==> src/design/raster_to_tile_swizzle_top_defines.svh <==
// Assertion macros shared by the swizzle RTL.
`ifndef RASTER_TO_TILE_SWIZZLE_TOP_DEFINES_SVH
`define RASTER_TO_TILE_SWIZZLE_TOP_DEFINES_SVH

// Same-cycle implication, checked on every rising clk outside reset.
`define RTTS_ASSERT_NOW(label, ante, cons, msg) \
  label: assert property (@(posedge clk) disable iff (!rst_n) (ante) |-> (cons)) \
    else $error(msg);

// Next-cycle implication, checked on every rising clk outside reset.
`define RTTS_ASSERT_NEXT(label, ante, cons, msg) \
  label: assert property (@(posedge clk) disable iff (!rst_n) (ante) |=> (cons)) \
    else $error(msg);

`endif

==> src/design/rtts_pkg.sv <==
`default_nettype none

package rtts_pkg;

  localparam int CFG_W       = 10;   // size register width
  localparam int PIX_W       = 16;   // input pixel word
  localparam int OFF_W       = 18;   // byte offset width
  localparam int BYTE_W      = 8;
  localparam int NIB_W       = 4;
  localparam int TILE_SHIFT  = 3;    // 8x8 tiles
  localparam int PADDR_W     = 4;
  localparam int PDATA_W     = 32;
  localparam int OUT_TDATA_W = 32;   // offset + byte, padded to bytes

  // register index, paddr[3:2]
  typedef enum logic [1:0] {
    REG_IMAGE_WIDTH  = 2'd0,
    REG_IMAGE_HEIGHT = 2'd1,
    REG_DEPTH_MODE   = 2'd2
  } reg_idx_t;

  typedef enum logic {
    DEPTH_4BPP = 1'b0,
    DEPTH_8BPP = 1'b1
  } depth_t;

endpackage

`default_nettype wire

==> src/design/raster_to_tile_swizzle_top.sv <==
`default_nettype none
// Raster to 8x8 tile swizzle. Pixels enter one per item in raster order on the
// in_ stream; each complete 8x8 tile of the image is written out as bytes with
// their offset in the tiled destination (tiles row-major, bytes row-major in a
// tile). 8bpp mode emits the low byte of every pixel (64-byte tiles); 4bpp
// mode holds the low nibble of the even pixel and emits one packed byte on the
// odd pixel, left pixel in the low nibble (32-byte tiles). Pixels in trailing
// columns/rows that do not fill a tile emit nothing. tlast flags the last byte
// of the image; the position counters wrap after every image. Throughput is
// one pixel per clock: the offset math (one small multiply and an add) sits
// between the position counters and the output register, so each item is
// registered once and the input stalls only when the output register is
// full and not being taken. Sizes of 0 act as 1; sizes above MAX_WIDTH or
// MAX_HEIGHT saturate. Write the config registers only while idle.
module raster_to_tile_swizzle_top
  import rtts_pkg::*;
#(
  parameter int MAX_WIDTH  = 512,
  parameter int MAX_HEIGHT = 512
) (
  input  wire logic                   clk,
  input  wire logic                   rst_n,
  // input pixel stream
  input  wire logic                   in_tvalid,
  output logic                        in_tready,
  input  wire logic [PIX_W-1:0]       in_tdata,     // [15:0] pixel_value
  // tiled byte stream
  output logic                        out_tvalid,
  input  wire logic                   out_tready,
  output logic [OUT_TDATA_W-1:0]      out_tdata,    // [17:0] byte_offset, [25:18] byte_value
  output logic                        out_tlast,    // image_done
  // config port
  input  wire logic                   cfg_psel,
  input  wire logic                   cfg_penable,
  input  wire logic                   cfg_pwrite,
  input  wire logic [PADDR_W-1:0]     cfg_paddr,
  input  wire logic [PDATA_W-1:0]     cfg_pwdata,
  output logic [PDATA_W-1:0]          cfg_prdata,
  output logic                        cfg_pready
);

`include "raster_to_tile_swizzle_top_defines.svh"

  // counter widths and size-compare widths
  localparam int XW  = $clog2(MAX_WIDTH);
  localparam int YW  = $clog2(MAX_HEIGHT);
  localparam int WSW = (CFG_W > XW + 1) ? CFG_W : XW + 1;
  localparam int HSW = (CFG_W > YW + 1) ? CFG_W : YW + 1;
  localparam int TW  = YW + WSW;          // tile index width
  localparam int FW  = TW + 6;            // full offset before masking

  // ---------------- config registers ----------------
  logic [CFG_W-1:0] width_r,  width_nxt;
  logic [CFG_W-1:0] height_r, height_nxt;
  logic             depth_r,  depth_nxt;
  logic             cfg_we;

  assign cfg_pready = 1'b1;
  assign cfg_we     = cfg_psel & cfg_penable & cfg_pwrite & cfg_pready;

  always_comb begin
    width_nxt  = width_r;
    height_nxt = height_r;
    depth_nxt  = depth_r;
    if (cfg_we) begin
      unique case (reg_idx_t'(cfg_paddr[3:2]))
        REG_IMAGE_WIDTH:  width_nxt  = cfg_pwdata[CFG_W-1:0];
        REG_IMAGE_HEIGHT: height_nxt = cfg_pwdata[CFG_W-1:0];
        REG_DEPTH_MODE:   depth_nxt  = cfg_pwdata[0];
        default: ;
      endcase
    end
  end

  always_comb begin
    unique case (reg_idx_t'(cfg_paddr[3:2]))
      REG_IMAGE_WIDTH:  cfg_prdata = PDATA_W'(width_r);
      REG_IMAGE_HEIGHT: cfg_prdata = PDATA_W'(height_r);
      REG_DEPTH_MODE:   cfg_prdata = PDATA_W'(depth_r);
      default:          cfg_prdata = '0;
    endcase
  end

  always_ff @(posedge clk) begin
    if (!rst_n) begin
      width_r  <= CFG_W'(8);
      height_r <= CFG_W'(8);
      depth_r  <= DEPTH_4BPP;
    end else begin
      width_r  <= width_nxt;
      height_r <= height_nxt;
      depth_r  <= depth_nxt;
    end
  end

  // effective sizes: 0 acts as 1, saturate at the maximum
  logic [WSW-1:0] w_eff;
  logic [HSW-1:0] h_eff;

  always_comb begin
    if (width_r == '0)                        w_eff = WSW'(1);
    else if (WSW'(width_r) > WSW'(MAX_WIDTH)) w_eff = WSW'(MAX_WIDTH);
    else                                      w_eff = WSW'(width_r);
    if (height_r == '0)                         h_eff = HSW'(1);
    else if (HSW'(height_r) > HSW'(MAX_HEIGHT)) h_eff = HSW'(MAX_HEIGHT);
    else                                        h_eff = HSW'(height_r);
  end

  // ---------------- position counters ----------------
  logic [XW-1:0]    col_r, col_nxt;
  logic [YW-1:0]    row_r, row_nxt;
  logic [NIB_W-1:0] nib_r, nib_nxt;
  logic             in_fire;

  logic [WSW-1:0] w_full;      // width rounded down to whole tiles
  logic [HSW-1:0] h_full;
  logic [WSW-1:0] tiles_x;
  logic [WSW-1:0] col_x;
  logic [HSW-1:0] row_y;
  logic [WSW-1:0] col_inc;
  logic [HSW-1:0] row_inc;
  logic           in_tile;
  logic           last_px;
  logic [2:0]     sub_c;
  logic [2:0]     sub_r;
  logic [TW-1:0]  tile_idx;
  logic [FW-1:0]  off_8bpp;
  logic [FW-1:0]  off_4bpp;

  assign in_fire = in_tvalid & in_tready;

  assign w_full  = {w_eff[WSW-1:TILE_SHIFT], {TILE_SHIFT{1'b0}}};
  assign h_full  = {h_eff[HSW-1:TILE_SHIFT], {TILE_SHIFT{1'b0}}};
  assign tiles_x = w_eff >> TILE_SHIFT;
  assign col_x   = WSW'(col_r);
  assign row_y   = HSW'(row_r);
  assign col_inc = col_x + WSW'(1);
  assign row_inc = row_y + HSW'(1);
  assign sub_c   = col_r[2:0];
  assign sub_r   = row_r[2:0];

  assign in_tile = (col_x < w_full) && (row_y < h_full);
  assign last_px = (col_x == w_full - WSW'(1)) && (row_y == h_full - HSW'(1));

  // tile number = (y / 8) * tiles_x + x / 8
  assign tile_idx = TW'(row_r >> TILE_SHIFT) * TW'(tiles_x) + TW'(col_r >> TILE_SHIFT);
  assign off_8bpp = {tile_idx, sub_r, sub_c};
  assign off_4bpp = FW'({tile_idx, sub_r[2:0], sub_c[2:1]});

  always_comb begin
    col_nxt = col_r;
    row_nxt = row_r;
    nib_nxt = nib_r;
    if (in_fire) begin
      if (col_inc >= w_eff) begin
        col_nxt = '0;
        row_nxt = (row_inc >= h_eff) ? '0 : YW'(row_inc);
      end else begin
        col_nxt = XW'(col_inc);
        if (row_y >= h_eff) row_nxt = '0;
      end
      // even pixel of a pair in 4bpp mode is held for the next one
      if (in_tile && depth_r == DEPTH_4BPP && !sub_c[0]) begin
        nib_nxt = in_tdata[NIB_W-1:0];
      end
    end
  end

  always_ff @(posedge clk) begin
    if (!rst_n) begin
      col_r <= '0;
      row_r <= '0;
      nib_r <= '0;
    end else begin
      col_r <= col_nxt;
      row_r <= row_nxt;
      nib_r <= nib_nxt;
    end
  end

  // ---------------- output register ----------------
  logic              has_res;
  logic [OFF_W-1:0]  res_off;
  logic [BYTE_W-1:0] res_byte;

  logic              out_valid_r, out_valid_nxt;
  logic [OFF_W-1:0]  out_off_r,   out_off_nxt;
  logic [BYTE_W-1:0] out_byte_r,  out_byte_nxt;
  logic              out_last_r,  out_last_nxt;
  logic              out_load;

  always_comb begin
    if (depth_r == DEPTH_8BPP) begin
      has_res  = in_tile;
      res_off  = off_8bpp[OFF_W-1:0];
      res_byte = in_tdata[BYTE_W-1:0];
    end else begin
      has_res  = in_tile & sub_c[0];
      res_off  = off_4bpp[OFF_W-1:0];
      res_byte = {in_tdata[NIB_W-1:0], nib_r};
    end
  end

  // a new item may enter whenever the output slot is free or draining
  assign out_load  = !out_valid_r || out_tready;
  assign in_tready = out_load;

  always_comb begin
    out_valid_nxt = out_valid_r;
    out_off_nxt   = out_off_r;
    out_byte_nxt  = out_byte_r;
    out_last_nxt  = out_last_r;
    if (out_load) begin
      out_valid_nxt = in_fire & has_res;
      out_off_nxt   = res_off;
      out_byte_nxt  = res_byte;
      out_last_nxt  = last_px;
    end
  end

  always_ff @(posedge clk) begin
    if (!rst_n) begin
      out_valid_r <= 1'b0;
    end else begin
      out_valid_r <= out_valid_nxt;
    end
  end

  always_ff @(posedge clk) begin
    out_off_r  <= out_off_nxt;
    out_byte_r <= out_byte_nxt;
    out_last_r <= out_last_nxt;
  end

  assign out_tvalid = out_valid_r;
  assign out_tdata  = OUT_TDATA_W'({out_byte_r, out_off_r});
  assign out_tlast  = out_last_r;

  // ---------------- checks ----------------
  // an empty output slot never blocks the input
  `RTTS_ASSERT_NOW(a_ready_when_empty, !out_valid_r, in_tready, "input stalled with empty output")
  // the last image byte is always the last byte of a tile (31 or 63)
  `RTTS_ASSERT_NOW(a_last_tile_end, out_valid_r && out_last_r, out_off_r[4:0] == 5'h1f,
                   "image end not on a tile end")
  // after a pixel step the column lies inside the current width
  `RTTS_ASSERT_NEXT(a_col_in_range, in_fire && !cfg_we, col_x < w_eff,
                    "column counter beyond width")

endmodule

`default_nettype wire
==> config.mk <==
export PLATFORM = sky130hd
export DESIGN_NAME = raster_to_tile_swizzle_top
export DESIGN_NICKNAME = d
export VERILOG_FILES = /design/src/design/rtts_pkg.sv /design/src/design/raster_to_tile_swizzle_top.sv
export VERILOG_INCLUDE_DIRS = /design/src /design/src/design
export SDC_FILE = /design/constraint.sdc
export NUM_CORES = 1
export LEC_CHECK = 0
export BUFFER_PORTS_ARGS = -buffer_cell sky130_fd_sc_hd__buf_2
export CAP_MARGIN = 20
export CORE_UTILIZATION = 45
export CTS_CLUSTER_SIZE = 12
export DETAILED_ROUTE_END_ITERATION = 12
export GPL_TIMING_DRIVEN = 0
export MAX_ROUTING_LAYER = met4
export PLACE_DENSITY = 0.67
export SETUP_SLACK_MARGIN = 0.3
export SYNTH_ARGS = -nofsm -noshare
export SYNTH_HDL_FRONTEND = slang
export SYNTH_SLANG_ARGS = --single-unit
==> constraint.sdc <==
create_clock -name clk -period 4.5 [get_ports clk]
set_input_delay 0.45 -clock clk [delete_from_list [all_inputs] [get_ports clk]]
set_output_delay 0.45 -clock clk [all_outputs]
set_load 0.01 [all_outputs]
# [After elaboration in Yosys (flattened, before gate mapping)]
# Index checks and enable logic that the tools add are counted.
# W data, S select, Z words.
[totals] reg_bits=71 inputBits=59 output_inout_bits=68 wordCells=61
[classes] addsub=5 n_mul=1 n_lt_le_gt_ge=7 n_eq_ne=4 mux=12 bitwise_logic=6 reduce_logical=16
[ops] op="$mux W10" count=4
[ops] op="$mux W9" count=4
[ops] op="$pmux W10 S3" count=1
[ops] op="$add A9 B1 Y10 const B" count=2
[ops] op="$eq A9 B10 Y1" count=2
[ops] op="$ge A10 B10 Y1" count=2
[ops] op="$gt A10 B10 Y1 const B" count=2
[ops] op="$logic_not A10 Y1" count=2
[ops] op="$lt A9 B10 Y1" count=2
[ops] op="$sub A10 B1 Y10 const B" count=2
[ops] op="$mux W18" count=1
[ops] op="$add A13 B6 Y13" count=1
[ops] op="$mul A6 B7 Y13" count=1
[ops] op="$ge A9 B10 Y1" count=1
[ops] op="$reduce_and A2 Y1" count=5
[ops] op="$mux W8" count=1
[ops] op="$and A1 B1 Y1" count=5
[ops] op="$logic_and A1 B1 Y1" count=4
[ops] op="$eq A2 B1 Y1 const B" count=1
[ops] op="$eq A2 B2 Y1 const B" count=1
[ops] op="$logic_not A1 Y1" count=2
[ops] op="$logic_not A2 Y1" count=1
[ops] op="$reduce_bool A2 Y1" count=1
[ops] op="$logic_or A1 B1 Y1" count=1
[ops] op="2 further kinds" count=2

# [Longest topological paths before layout]
# Gate-level depths: netlist of run 1.
[logic_depth] depth_word=8 mapped_depth=19 ltp_nobuf=18

# [Worst setup path after synthesis of run 1]
# No wires, ideal clock.
[synth_path] kind="flip-flop to flip-flop" from="reg width_r[9]" to="reg out_off_r[17] (data pin)" setup_time_ns=0.272 t_arrival_ns=4.584 t_required_ns=4.228 setup_slack_ns=-0.356 stages_incl_launch_ff=20 cell_sequence="dfxtp_1 clkbuf_1 clkbuf_1 nor2b_1 and2_1 fa_1 inv_1 fa_1 inv_1 fa_1 inv_1 fa_1 inv_1 ha_1 nor4_2 o21ai_1 a31o_1 a21oi_1 xor2_1 mux2i_1"
[synth_between] elab_chain_cells=6
[synth_lines] element="start: declaration" line="raster_to_tile_swizzle_top.sv:53" rtl="logic [CFG_W-1:0] width_r, width_nxt;"
[synth_lines] element="start signal: assignment" line="raster_to_tile_swizzle_top.sv:90" rtl="width_r <= width_nxt;"
[synth_lines] element="$gt A10 B10 Y1" line="raster_to_tile_swizzle_top.sv:102" rtl="else if (WSW'(width_r) > WSW'(MAX_WIDTH)) w_eff = WSW'(MAX_WIDTH);"
[synth_lines] element="$mux W10" line="raster_to_tile_swizzle_top.sv:102"
[synth_lines] element="$mux W10 (*)" line="raster_to_tile_swizzle_top.sv:101" rtl="if (width_r == '0) w_eff = WSW'(1);"
[synth_lines] element="$mul A6 B7 Y13 (*)" line="raster_to_tile_swizzle_top.sv:146" rtl="assign tile_idx = TW'(row_r >> TILE_SHIFT) * TW'(tiles_x) + TW'(col_r >> TILE_SHIFT);"
[synth_lines] element="$add A13 B6 Y13 (*)" line="raster_to_tile_swizzle_top.sv:146"
[synth_lines] element="$mux W18 (*)" line="raster_to_tile_swizzle_top.sv:193" rtl="if (depth_r == DEPTH_8BPP) begin"
[synth_lines] element="net res_off[17]" line="raster_to_tile_swizzle_top.sv:183" rtl="logic [OFF_W-1:0] res_off;"
[synth_lines] element="end signal: assignment" line="raster_to_tile_swizzle_top.sv:230" rtl="out_off_r <= out_off_nxt;"
[synth_lines] element="end: declaration" line="raster_to_tile_swizzle_top.sv:187" rtl="logic [OFF_W-1:0] out_off_r, out_off_nxt;"
# The timed path passes the listed nets; every way through them passes the cells marked *.
# A chain may end at the register's enable or synchronous reset.

# [Worst setup path in the final report of run 1]
# Ends and elaborated chain as after synthesis.

==> impl_metrics.py, run 1 <==
metrics = {
    "synth": {
        "synthArstFlopShare": 0,
        "synth.area.mux_share": 0.0758,
        "synthSimpleGateAreaFrac": 0.186,
        "synth_edf_count": 27,
        "yosys.area.top_type_share": 0.141,
        "synthTopCellsByArea": "ha_1 14%, dfxtp_1 14%, edfxtp_1 13%, fa_1 7.5%, mux2i_1 4.4%",
        "syn-cell-area_um2": 6370,
        "synth_cells": 696,
        "avgSynthCellArea_um2": 9.16,
        "synthAdderAreaFrac": 0.217,
        "ys_ff_latch": 71,
        "synth_top_flop_cell": "dfxtp_1",
        "synthMostInstantiatedCell": "ha_1",
        "yosysSeqAreaShare": 0.265,
        "synth_warnings": 0,
        "synth-compound-area-share": 0.128,
        "synth_area_leader_cell": "ha_1",
        "synth.distinct_cells": 67,
        "synth_top_family_by_area": "adder cells",
        "synth_xor_area_frac": 0.0453,
        "synthTopCellsByCount": "72 x ha_1, 66 x nand2_1, 44 x dfxtp_1",
    },
    "place": {
        "pre_cts_ws_ns": -0.200,
        "io_buffers": 63,
        "hpwl_um": 11900,
        "gp_congestion": 0.974,
        "dpl.cell_count": 966,
        "placed_area_um2": 7110,
    },
    "final_layout": {
        "fin_area_um2": 7700,
        "fin_nets": 972,
        "fillers": 1207,
        "fin_cells": 1002,
        "diodes": 0,
        "drive_above_1_share": 0.253,
        "area_growth_pct": 20.8,
    },
    "critical_path": {
        "crit_path_frequent_cell": "fa_1",
        "cp_num_cells": 20,
        "max_stage_delay_ns": 0.52,
        "startpoint_type": "flip-flop",
        "crit_path_cell_trace": "buf_8 > clkbuf_16 > nor2b_4 > and2_4 > fa_1 > inv_1 > fa_1 > inv_1 > fa_1 > inv_1 > fa_1 > inv_2 > ha_4 > nand3_2 > o211ai_1 > buf_4 > nand2b_1 > a311o_1 > xnor2_1 > mux2i_1",
        "path_buf_inv": 7,
        "rr_worst_depth": 20,
        "worst_setup_path_end_kind": "flip-flop",
        "cp_top_family": "adder cells",
        "critPathSlowestCell": "fa_1",
        "crit_required_ns": 4.58,
        "critPathArrivalTime_ns": 4.61,
        "critPathKind": "flip-flop to flip-flop",
        "crit_fanout": 6,
    },
    "floorplanning": {
        "ios": 127,
        "num_rows": 43,
        "dieArea_um2": 14600,
        "start_util": 0.461,
        "core_um2": 13800,
        "die_w_um": 121,
        "die_h_um": 121,
    },
    "grt": {
        "grt_pass1_vias": 5146,
        "globalRouteTotalUtil": 0.229,
        "antenna_found_initial": 0,
        "grt_max_degree": 32,
        "grt_pass1_wl_um": 25400,
        "overflow": 0,
    },
    "outcome": {
        "status": "finished, violations left",
        "violations": "negative setup slack",
    },
    "drt": {
        "vias": 5332,
        "wl_per_cell_um": 15.8,
        "dr.pass1.iters": 7,
        "vias_per_cell": 5.32,
        "ant_nets": 0,
        "drtIter0Drc": 346,
        "routed_wirelength_um": 15900,
        "drc": 0,
    },
    "sta": {
        "fin_crit_sh": 1.01,
        "setup_viol": 3,
        "finalCriticalPeriod_ns": 4.54,
        "final_hold_viol_count": 0,
        "finalClockSkew_ns": 0.00958,
        "final-max-slew-violation-count": 0,
        "tightest_slew_ns": 0.831,
        "rsz0062_at_grt": "true",
        "finalHoldWorstSlack_ns": 0.347,
        "slew_headroom": 0.446,
        "fmax_mhz": 220,
        "setup_slack_ns": -0.0385,
    },
    "clock_network": {
        "clk_latency_ns": 0.35,
        "cts_root_buf": "clkbuf_16",
        "cts_buffer_depth": 2,
        "clk_pin_slew_ns": 0.06,
        "cts_buffers": 9,
        "clkSinkCount": 71,
        "htreeDepth": 3,
        "hold_buffers": 0,
        "cts_tree": "built",
    },
    "power_and_ir_drop": {
        "peakVddDrop_v": 0.000197,
        "pwr-share-seq": 0.428,
        "leakagePower_nw": 3.65,
        "switching_share": 0.249,
        "p_int_mw": 1.22,
        "power_density_nw_per_um2": 212,
        "power_switching_mw": 0.406,
        "p_total_mw": 1.63,
        "power_frac_comb": 0.105,
        "pwr-share-clk": 0.467,
    },
    "flow_run": {
        "drv_cap": 0,
    },
    "worst_hold_path": {
        "holdCritPathClass": "primary input to flip-flop",
        "holdPathStages": 3,
    },
}
==> power groups by stage <==
stage               clock network [mW]  logic [mW]  registers [mW]
detailed placement                   0       0.167           0.710
global placement                     0       0.163           0.709
finish                           0.761       0.172           0.697
floorplan                            0       0.110           0.715
global route                     0.793       0.188           0.699
CTS                              0.777       0.170           0.697
==> area by class of cell <==
cell class | instances | area [um^2] | share of cell area
multi-input cells | 553 | 4420 | 0.575
flip-flops and latches | 71 | 1700 | 0.220
repair buffers | 83 | 469 | 0.0610
plain buffers | 60 | 419 | 0.0545
clock buffers | 11 | 254 | 0.0330
well taps | 180 | 225 | 0.0293
inverters | 39 | 154 | 0.0200
clock inverters | 5 | 56.3 | 0.00731
==> through the flow <==
step	utilization	setup TNS, ns
after detailed placement	0.514	-0.656
after floorplan	-	0
after global placement	0.514	-0.164
final	0.557	-0.0592
after CTS	0.548	-0.00666
after global routing	0.557	-0.979
==> sequential cells by signal, indices dropped and copies added (netlist names) <==
signal and cells:
col_r 9, width_r 10, out_tlast 1, nib_r 4
out_tvalid 1, out_off_r 18, row_r 9, height_r 10
out_byte_r 8, depth_r 1
==> timing repair <==
action	in CTS	in global routing
endpoints found under the hold margin	0	0
endpoints found under the setup margin	7	7
resized for setup	22	14
buffers inserted	11	9
pin swaps	13	8
==> metal layers <==
layer | GRT usage | share of wire | up-vias
met5 | - | 0 | -
met4 | 0.0826 | 0.023 | 0
met3 | 0.0461 | 0.042 | 29
met2 | 0.369 | 0.48 | 137
met1 | 0.284 | 0.45 | 2548
li1 | - | - | 2618
==> worst reg2reg max path, delay by kind of cell, from the launching register on <==
kind	cells	cell delay [ns]
flops	1	0.34
mux	1	0.08
fa+ha+maj	5	2.19
xor+xnor	1	0.15
compound gates	2	0.43
buf+inv	7	0.64
simple gates	4	0.39
==> cell families (layout without fill, tap and decap cells) <==
kind of cell,Yosys count,count (layout)
and+or+nand+nor,233,233
AOI/OAI and AO/OA,116,116
buffers and inverters,99,198
adders and majority gates,96,96
DFF,71,71
muxes,46,46
xor gates and xnor gates,33,33
other,2,29
==> placed cells by master, fill, tap and decap left out, types with 5 or more instances in the layout <==
cell and instances:
buf_2 70, ha_1 68, nand2_1 64, buf_4 49, dfxtp_1 40, nor2_1 36, inv_1 34, and2_1 30
conb_1 29, mux2i_1 28, nand3_1 27, edfxtp_1 27, xnor2_1 25, fa_1 24, a21oi_1 20, nor2b_1 19
mux2_2 18, o21ai_1 14, clkbuf_1 12, clkbuf_16 11, nor3_1 11, o21ai_0 10, a21boi_0 9, o211ai_1 8
xor2_1 7, o21a_1 7, a32o_1 7, and3_1 6, nor2b_4 6, a21boi_1 5
==> path summary, 6_finish.rpt <==
kind / startpoint / endpoint / slack [ns]
setup / recovery: width_r[9]$_SDFFE_PN0P_ / out_off_r[17]$_DFFE_PN_ / -0.04
hold / removal: cfg_pwdata[3] / width_r[3]$_SDFFE_PN1P_ / 0.35
setup reg to reg: width_r[9]$_SDFFE_PN0P_ / out_off_r[17]$_DFFE_PN_ / -0.04
hold reg to reg: nib_r[2]$_SDFFE_PN0P_ / nib_r[2]$_SDFFE_PN0P_ / 0.46
No activity file was read; power rests on OpenSTA's default activity.
==> run 2, diff against run 1 <==
- GPL_TIMING_DRIVEN: 0 -> not set
- SLEW_MARGIN: not set -> 25
==> impl_metrics.py, run 2 (synthesis results as in run 1) <==
metrics = {
    "sta": {
        "tightest_slew_ns": 0.805,
        "tns_ns": 0,
        "fin_crit_sh": 0.974,
        "final-max-slew-violation-count": 0,
        "finalClockSkew_ns": 0.00436,
        "slew_headroom": 0.460,
        "fmax_mhz": 228,
        "rsz0062_at_grt": "true",
        "setup_viol": 0,
        "final_hold_viol_count": 0,
        "finalCriticalPeriod_ns": 4.38,
    },
    "final_layout": {
        "multiInputGateArea_um2": 4350,
        "final_cell_mix": "69 x ha_1, 66 x nand2_1, 65 x buf_2, 43 x dfxtp_1, 37 x nor2_1",
        "fin_nets": 928,
        "largest_reg_flops": 18,
        "drive_above_1_share": 0.207,
        "area_growth_pct": 14.5,
        "regArea_um2": 1700,
        "diodes": 0,
        "largestRegisters": "out_off_r x18, height_r x10, width_r x10",
        "regMostFlops": "out_off_r",
        "layout_commonest_cell": "ha_1",
        "fin_cells": 958,
        "fillers": 1251,
    },
    "grt": {
        "globalRouteTotalUtil": 0.217,
        "grt_pass1_vias": 4997,
        "antenna_found_initial": 0,
        "grt_pass1_wl_um": 24200,
        "overflow": 0,
        "grt_max_degree": 48,
    },
    "clock_network": {
        "cts_buffer_depth": 2,
        "clk_pin_slew_ns": 0.06,
        "cts_tree": "built",
        "htreeDepth": 3,
        "clkSinkCount": 71,
        "clk_latency_ns": 0.34,
        "cts_root_buf": "clkbuf_16",
        "cts_buffers": 9,
    },
    "floorplanning": {
        "core_um2": 13800,
        "die_h_um": 121,
        "die_w_um": 121,
        "dieArea_um2": 14600,
        "ios": 127,
        "start_util": 0.461,
        "num_rows": 43,
    },
    "power_and_ir_drop": {
        "pwr-share-clk": 0.458,
        "peakVddDrop_v": 0.000154,
        "power_density_nw_per_um2": 213,
        "power_frac_comb": 0.094,
        "p_int_mw": 1.17,
        "leakagePower_nw": 3.44,
        "switching_share": 0.247,
        "pwr-share-seq": 0.447,
        "power_switching_mw": 0.385,
    },
    "place": {
        "hpwl_um": 11500,
        "io_buffers": 65,
        "dpl.cell_count": 935,
        "gp_congestion": 0.909,
    },
    "worst_hold_path": {
        "holdCritPathClass": "primary input to flip-flop",
        "whs_endpoint": "width_r[3]$_SDFFE_PN1P_",
        "hold_start": "cfg_pwdata[3]",
        "holdPathStages": 3,
    },
    "drt": {
        "drtIter0Drc": 304,
        "ant_nets": 0,
        "vias": 5096,
        "vias_per_cell": 5.32,
        "drc": 0,
        "wl_per_cell_um": 15.5,
        "dr.pass1.iters": 7,
        "routed_wirelength_um": 14800,
    },
    "critical_path": {
        "rr_worst_depth": 18,
        "critPathArrivalTime_ns": 4.46,
        "crit_fanout": 6,
        "cp_top_family": "adder cells",
        "critPathSlowestCell": "fa_1",
        "reg2reg_to": "out_off_r[17]$_DFFE_PN_",
        "startpoint_type": "flip-flop",
        "crit_path_cell_trace": "buf_6 > nor2b_4 > and2_4 > fa_1 > inv_2 > fa_1 > inv_1 > fa_1 > inv_2 > fa_1 > inv_2 > ha_4 > nand3_1 > o211ai_1 > nand2b_1 > a311o_1 > xnor2_1 > mux2i_1",
        "crit_path_frequent_cell": "fa_1",
        "path_buf_inv": 5,
        "crit_required_ns": 4.58,
        "worst_setup_path_end_kind": "flip-flop",
        "critPathKind": "flip-flop to flip-flop",
        "max_stage_delay_ns": 0.53,
        "r2r_slack_ns": 0.12,
        "reg2reg_from": "width_r[9]$_SDFFE_PN0P_",
    },
    "flow_run": {
        "drv_cap": 0,
    },
    "outcome": {
        "status": "finished, final reports clean",
    },
}
## run 2: cell types whose count changed in the layout (fill, tap and decap cells not counted), sizes merged
cell      delta
buf         -28
clkbuf      -17
clkinv       +2
clkinvlp     -2
inv          +1
## run 2: stage by stage
step           total power [mW]  hold slack [ns]  cell area (um^2)   util  setup WS [ns]
2_1_floorplan             0.825            0.432              6570      -          0.183
3_3_place_gp              0.850            0.440              6910  0.500       -0.00757
3_5_place_dp              0.855            0.450              6910  0.500         -0.101
4_1_cts                    1.57            0.328              7260  0.525         0.0883
5_1_grt                    1.61            0.358              7300  0.528        -0.0784
6_report                   1.56            0.339              7300  0.528          0.118
## run 2: timing repair
action | CTS | global route
setup endpoints to repair | 7 | 7
hold buffers | 0 | 0
pin swaps | 8 | 4
resized for setup | 6 | 6
buffers inserted | 6 | 1
## run 2: worst register-to-register path: cells and delay by family (launching register included)
family / cells / cell delay (ns)
XOR/XNOR: 1 / 0.15
adder cells (fa/ha/maj): 5 / 2.23
AND/OR/NAND/NOR: 4 / 0.46
flip-flops: 1 / 0.40
multiplexers: 1 / 0.09
buffers and inverters: 5 / 0.29
AO/OA/AOI/OAI: 2 / 0.50
## run 2: worst max-delay path by stage
stage                       startpoint                       to  slack, ns  cells past startpoint
2_1_floorplan  width_r[9]$_SDFFE_PN0P_  out_off_r[17]$_DFFE_PN_       0.18                     19
3_3_place_gp   width_r[9]$_SDFFE_PN0P_  out_off_r[17]$_DFFE_PN_     -0.008                     18
3_5_place_dp   width_r[9]$_SDFFE_PN0P_  out_off_r[17]$_DFFE_PN_      -0.10                     18
4_1_cts        width_r[9]$_SDFFE_PN0P_  out_off_r[17]$_DFFE_PN_       0.09                     17
5_1_grt        width_r[9]$_SDFFE_PN0P_  out_off_r[14]$_DFFE_PN_      -0.08                     18
6_report       width_r[9]$_SDFFE_PN0P_  out_off_r[17]$_DFFE_PN_       0.12                     18
## run 2: power groups by stage
stage	sequential, mW	combinational (mW)	clock [mW]
floorplan	0.715	0.110	0
global placement	0.709	0.141	0
detailed placement	0.711	0.145	0
CTS	0.696	0.146	0.728
global route	0.698	0.162	0.748
finish	0.696	0.147	0.713
## run 2: layer usage
layer  track usage  vias to the layer above  share of wire
li1              -                     2531              -
met1         0.271                     2426           0.47
met2         0.361                      121           0.48
met3        0.0334                       18          0.036
met4        0.0664                        0          0.014
met5             -                        -              0
## run 2: final cells by class
cell class / count / share of cell area
tap: 180 / 0.0309
inverter: 39 / 0.0201
sequential: 71 / 0.232
timing repair buffer: 99 / 0.0806
clock inverter: 6 / 0.00840
clock buffer: 10 / 0.0314
multi-input combinational: 553 / 0.596
==> run 3, diff against run 2 <==
- PLACE_DENSITY: 0.67 -> 0.64
- clock period: 4.5 -> 4.8 ns (I/O delays scaled with it)
==> impl_metrics.py, run 3 (synthesis results as in run 1) <==
metrics = {
    "worst_hold_path": {
        "holdCritPathClass": "primary input to flip-flop",
    },
    "power_and_ir_drop": {
        "p_total_mw": 1.48,
        "leakagePower_nw": 3.46,
        "pwr-share-seq": 0.442,
        "power_switching_mw": 0.347,
        "peakVddDrop_v": 0.000167,
        "pwr-share-clk": 0.466,
        "p_int_mw": 1.13,
        "power_frac_comb": 0.093,
        "power_density_nw_per_um2": 201,
        "switching_share": 0.235,
    },
    "grt": {
        "grt_max_degree": 48,
        "grt_pass1_wl_um": 23900,
        "grt_pass1_vias": 4979,
        "globalRouteTotalUtil": 0.215,
        "antenna_found_initial": 0,
        "overflow": 0,
    },
    "sta": {
        "rsz0062_at_grt": "true",
        "final-max-slew-violation-count": 0,
        "setup_viol": 0,
        "fmax_mhz": 229,
        "slew_headroom": 0.439,
        "finalCriticalPeriod_ns": 4.37,
        "setup_slack_ns": 0.431,
        "finalClockSkew_ns": 0.00887,
        "fin_crit_sh": 0.910,
        "tightest_slew_ns": 0.820,
        "tns_ns": 0,
        "final_hold_viol_count": 0,
    },
    "final_layout": {
        "fin_cells": 959,
        "fin_nets": 929,
        "fin_util": 0.531,
        "drive_above_1_share": 0.216,
        "regMostFlops": "out_off_r",
        "area_growth_pct": 15.2,
        "largestRegisters": "out_off_r x18, height_r x10, width_r x10",
        "final_cell_mix": "70 x ha_1, 66 x nand2_1, 65 x buf_2, 42 x dfxtp_1, 35 x nor2_1",
        "largest_reg_flops": 18,
        "fillers": 1231,
        "diodes": 0,
        "layout_commonest_cell": "ha_1",
    },
    "drt": {
        "wl_per_cell_um": 15.6,
        "dr.pass1.iters": 5,
        "drtIter0Drc": 319,
        "routed_wirelength_um": 15000,
        "ant_nets": 0,
        "drc": 0,
        "vias_per_cell": 5.34,
        "vias": 5120,
    },
    "clock_network": {
        "htreeDepth": 3,
        "cts_tree": "built",
        "hold_buffers": 0,
        "clkSinkCount": 71,
        "cts_root_buf": "clkbuf_16",
        "cts_buffers": 9,
        "clk_pin_slew_ns": 0.06,
        "cts_buffer_depth": 2,
        "clk_latency_ns": 0.35,
    },
    "place": {
        "hpwl_um": 11400,
        "io_buffers": 65,
        "pre_cts_ws_ns": 0.0977,
        "gp_congestion": 0.928,
        "dpl.cell_count": 929,
    },
    "critical_path": {
        "crit_required_ns": 4.88,
        "crit_fanout": 7,
        "critPathArrivalTime_ns": 4.45,
        "startpoint_type": "flip-flop",
        "critPathKind": "flip-flop to flip-flop",
        "worst_setup_path_end_kind": "flip-flop",
    },
    "floorplanning": {
        "core_um2": 13800,
        "num_rows": 43,
        "die_w_um": 121,
        "ios": 127,
        "start_util": 0.461,
        "dieArea_um2": 14600,
        "die_h_um": 121,
    },
    "outcome": {
        "status": "finished, final reports clean",
    },
    "flow_run": {
        "drv_cap": 0,
    },
}
## run 3: cell type report
cell class,instances,area [um^2],share of cell area
tap,180,225,0.0307
multi-input combinational,553,4370,0.596
timing repair buffer,100,586,0.0798
inverter,39,150,0.0205
clock buffer,12,258,0.0351
clock inverter,4,52.6,0.00716
sequential,71,1700,0.231
## run 3: power by group through the flow
stage / Combinational [mW] / Sequential [mW] / Clock (mW)
floorplan: 0.102 / 0.670 / 0
global placement: 0.131 / 0.665 / 0
detailed placement: 0.134 / 0.666 / 0
CTS: 0.136 / 0.653 / 0.704
global route: 0.152 / 0.655 / 0.727
finish: 0.137 / 0.653 / 0.689
## run 3: path summary, 6_finish.rpt
path	cells past startpoint	to	slack (ns)	startpoint
worst max-delay path	17	out_off_r[17]$_DFFE_PN_	0.43	width_r[9]$_SDFFE_PN0P_
worst min-delay path	3	width_r[3]$_SDFFE_PN1P_	0.39	cfg_pwdata[3]
worst max register to register	17	out_off_r[17]$_DFFE_PN_	0.43	width_r[9]$_SDFFE_PN0P_
worst min register to register	2	nib_r[2]$_SDFFE_PN0P_	0.46	nib_r[2]$_SDFFE_PN0P_
## run 3: repair_timing
item | CTS | global route
setup buffers | 1 | 13
pin swaps | 0 | 13
resized for setup | 2 | 23
setup endpoints to repair | 7 | 7
## run 3: routing by layer
layer / part of all wire / up-vias / track usage / routed length, um
met2: 0.48 / 126 / 0.349 / 7170
met1: 0.45 / 2442 / 0.268 / 6780
met3: 0.049 / 18 / 0.0475 / 729
met5: 0 / - / - / 0
met4: 0.018 / 0 / 0.0594 / 270
li1: - / 2534 / - / -
## run 3: per-stage QoR
stage          hold slack [ns]  area (um^2)
6_report                 0.387         7340
5_1_grt                  0.404         7340
4_1_cts                  0.376         7160
3_5_place_dp             0.461         6830
3_3_place_gp             0.440         6830
2_1_floorplan            0.432         6520
## run 3: worst max-delay path, cell delays in order, from the launching register on
cell      delay [ns]
dfxtp_4         0.43
nor2b_4         0.06
and2_4          0.16
fa_1            0.54
inv_2           0.04
fa_1            0.51
inv_2           0.04
fa_1            0.49
inv_1           0.05
fa_1            0.48
inv_2           0.04
ha_4            0.16
nor4_4          0.29
buf_4           0.18
nand2b_4        0.05
a311o_1         0.35
xnor2_1         0.15
mux2i_1         0.08
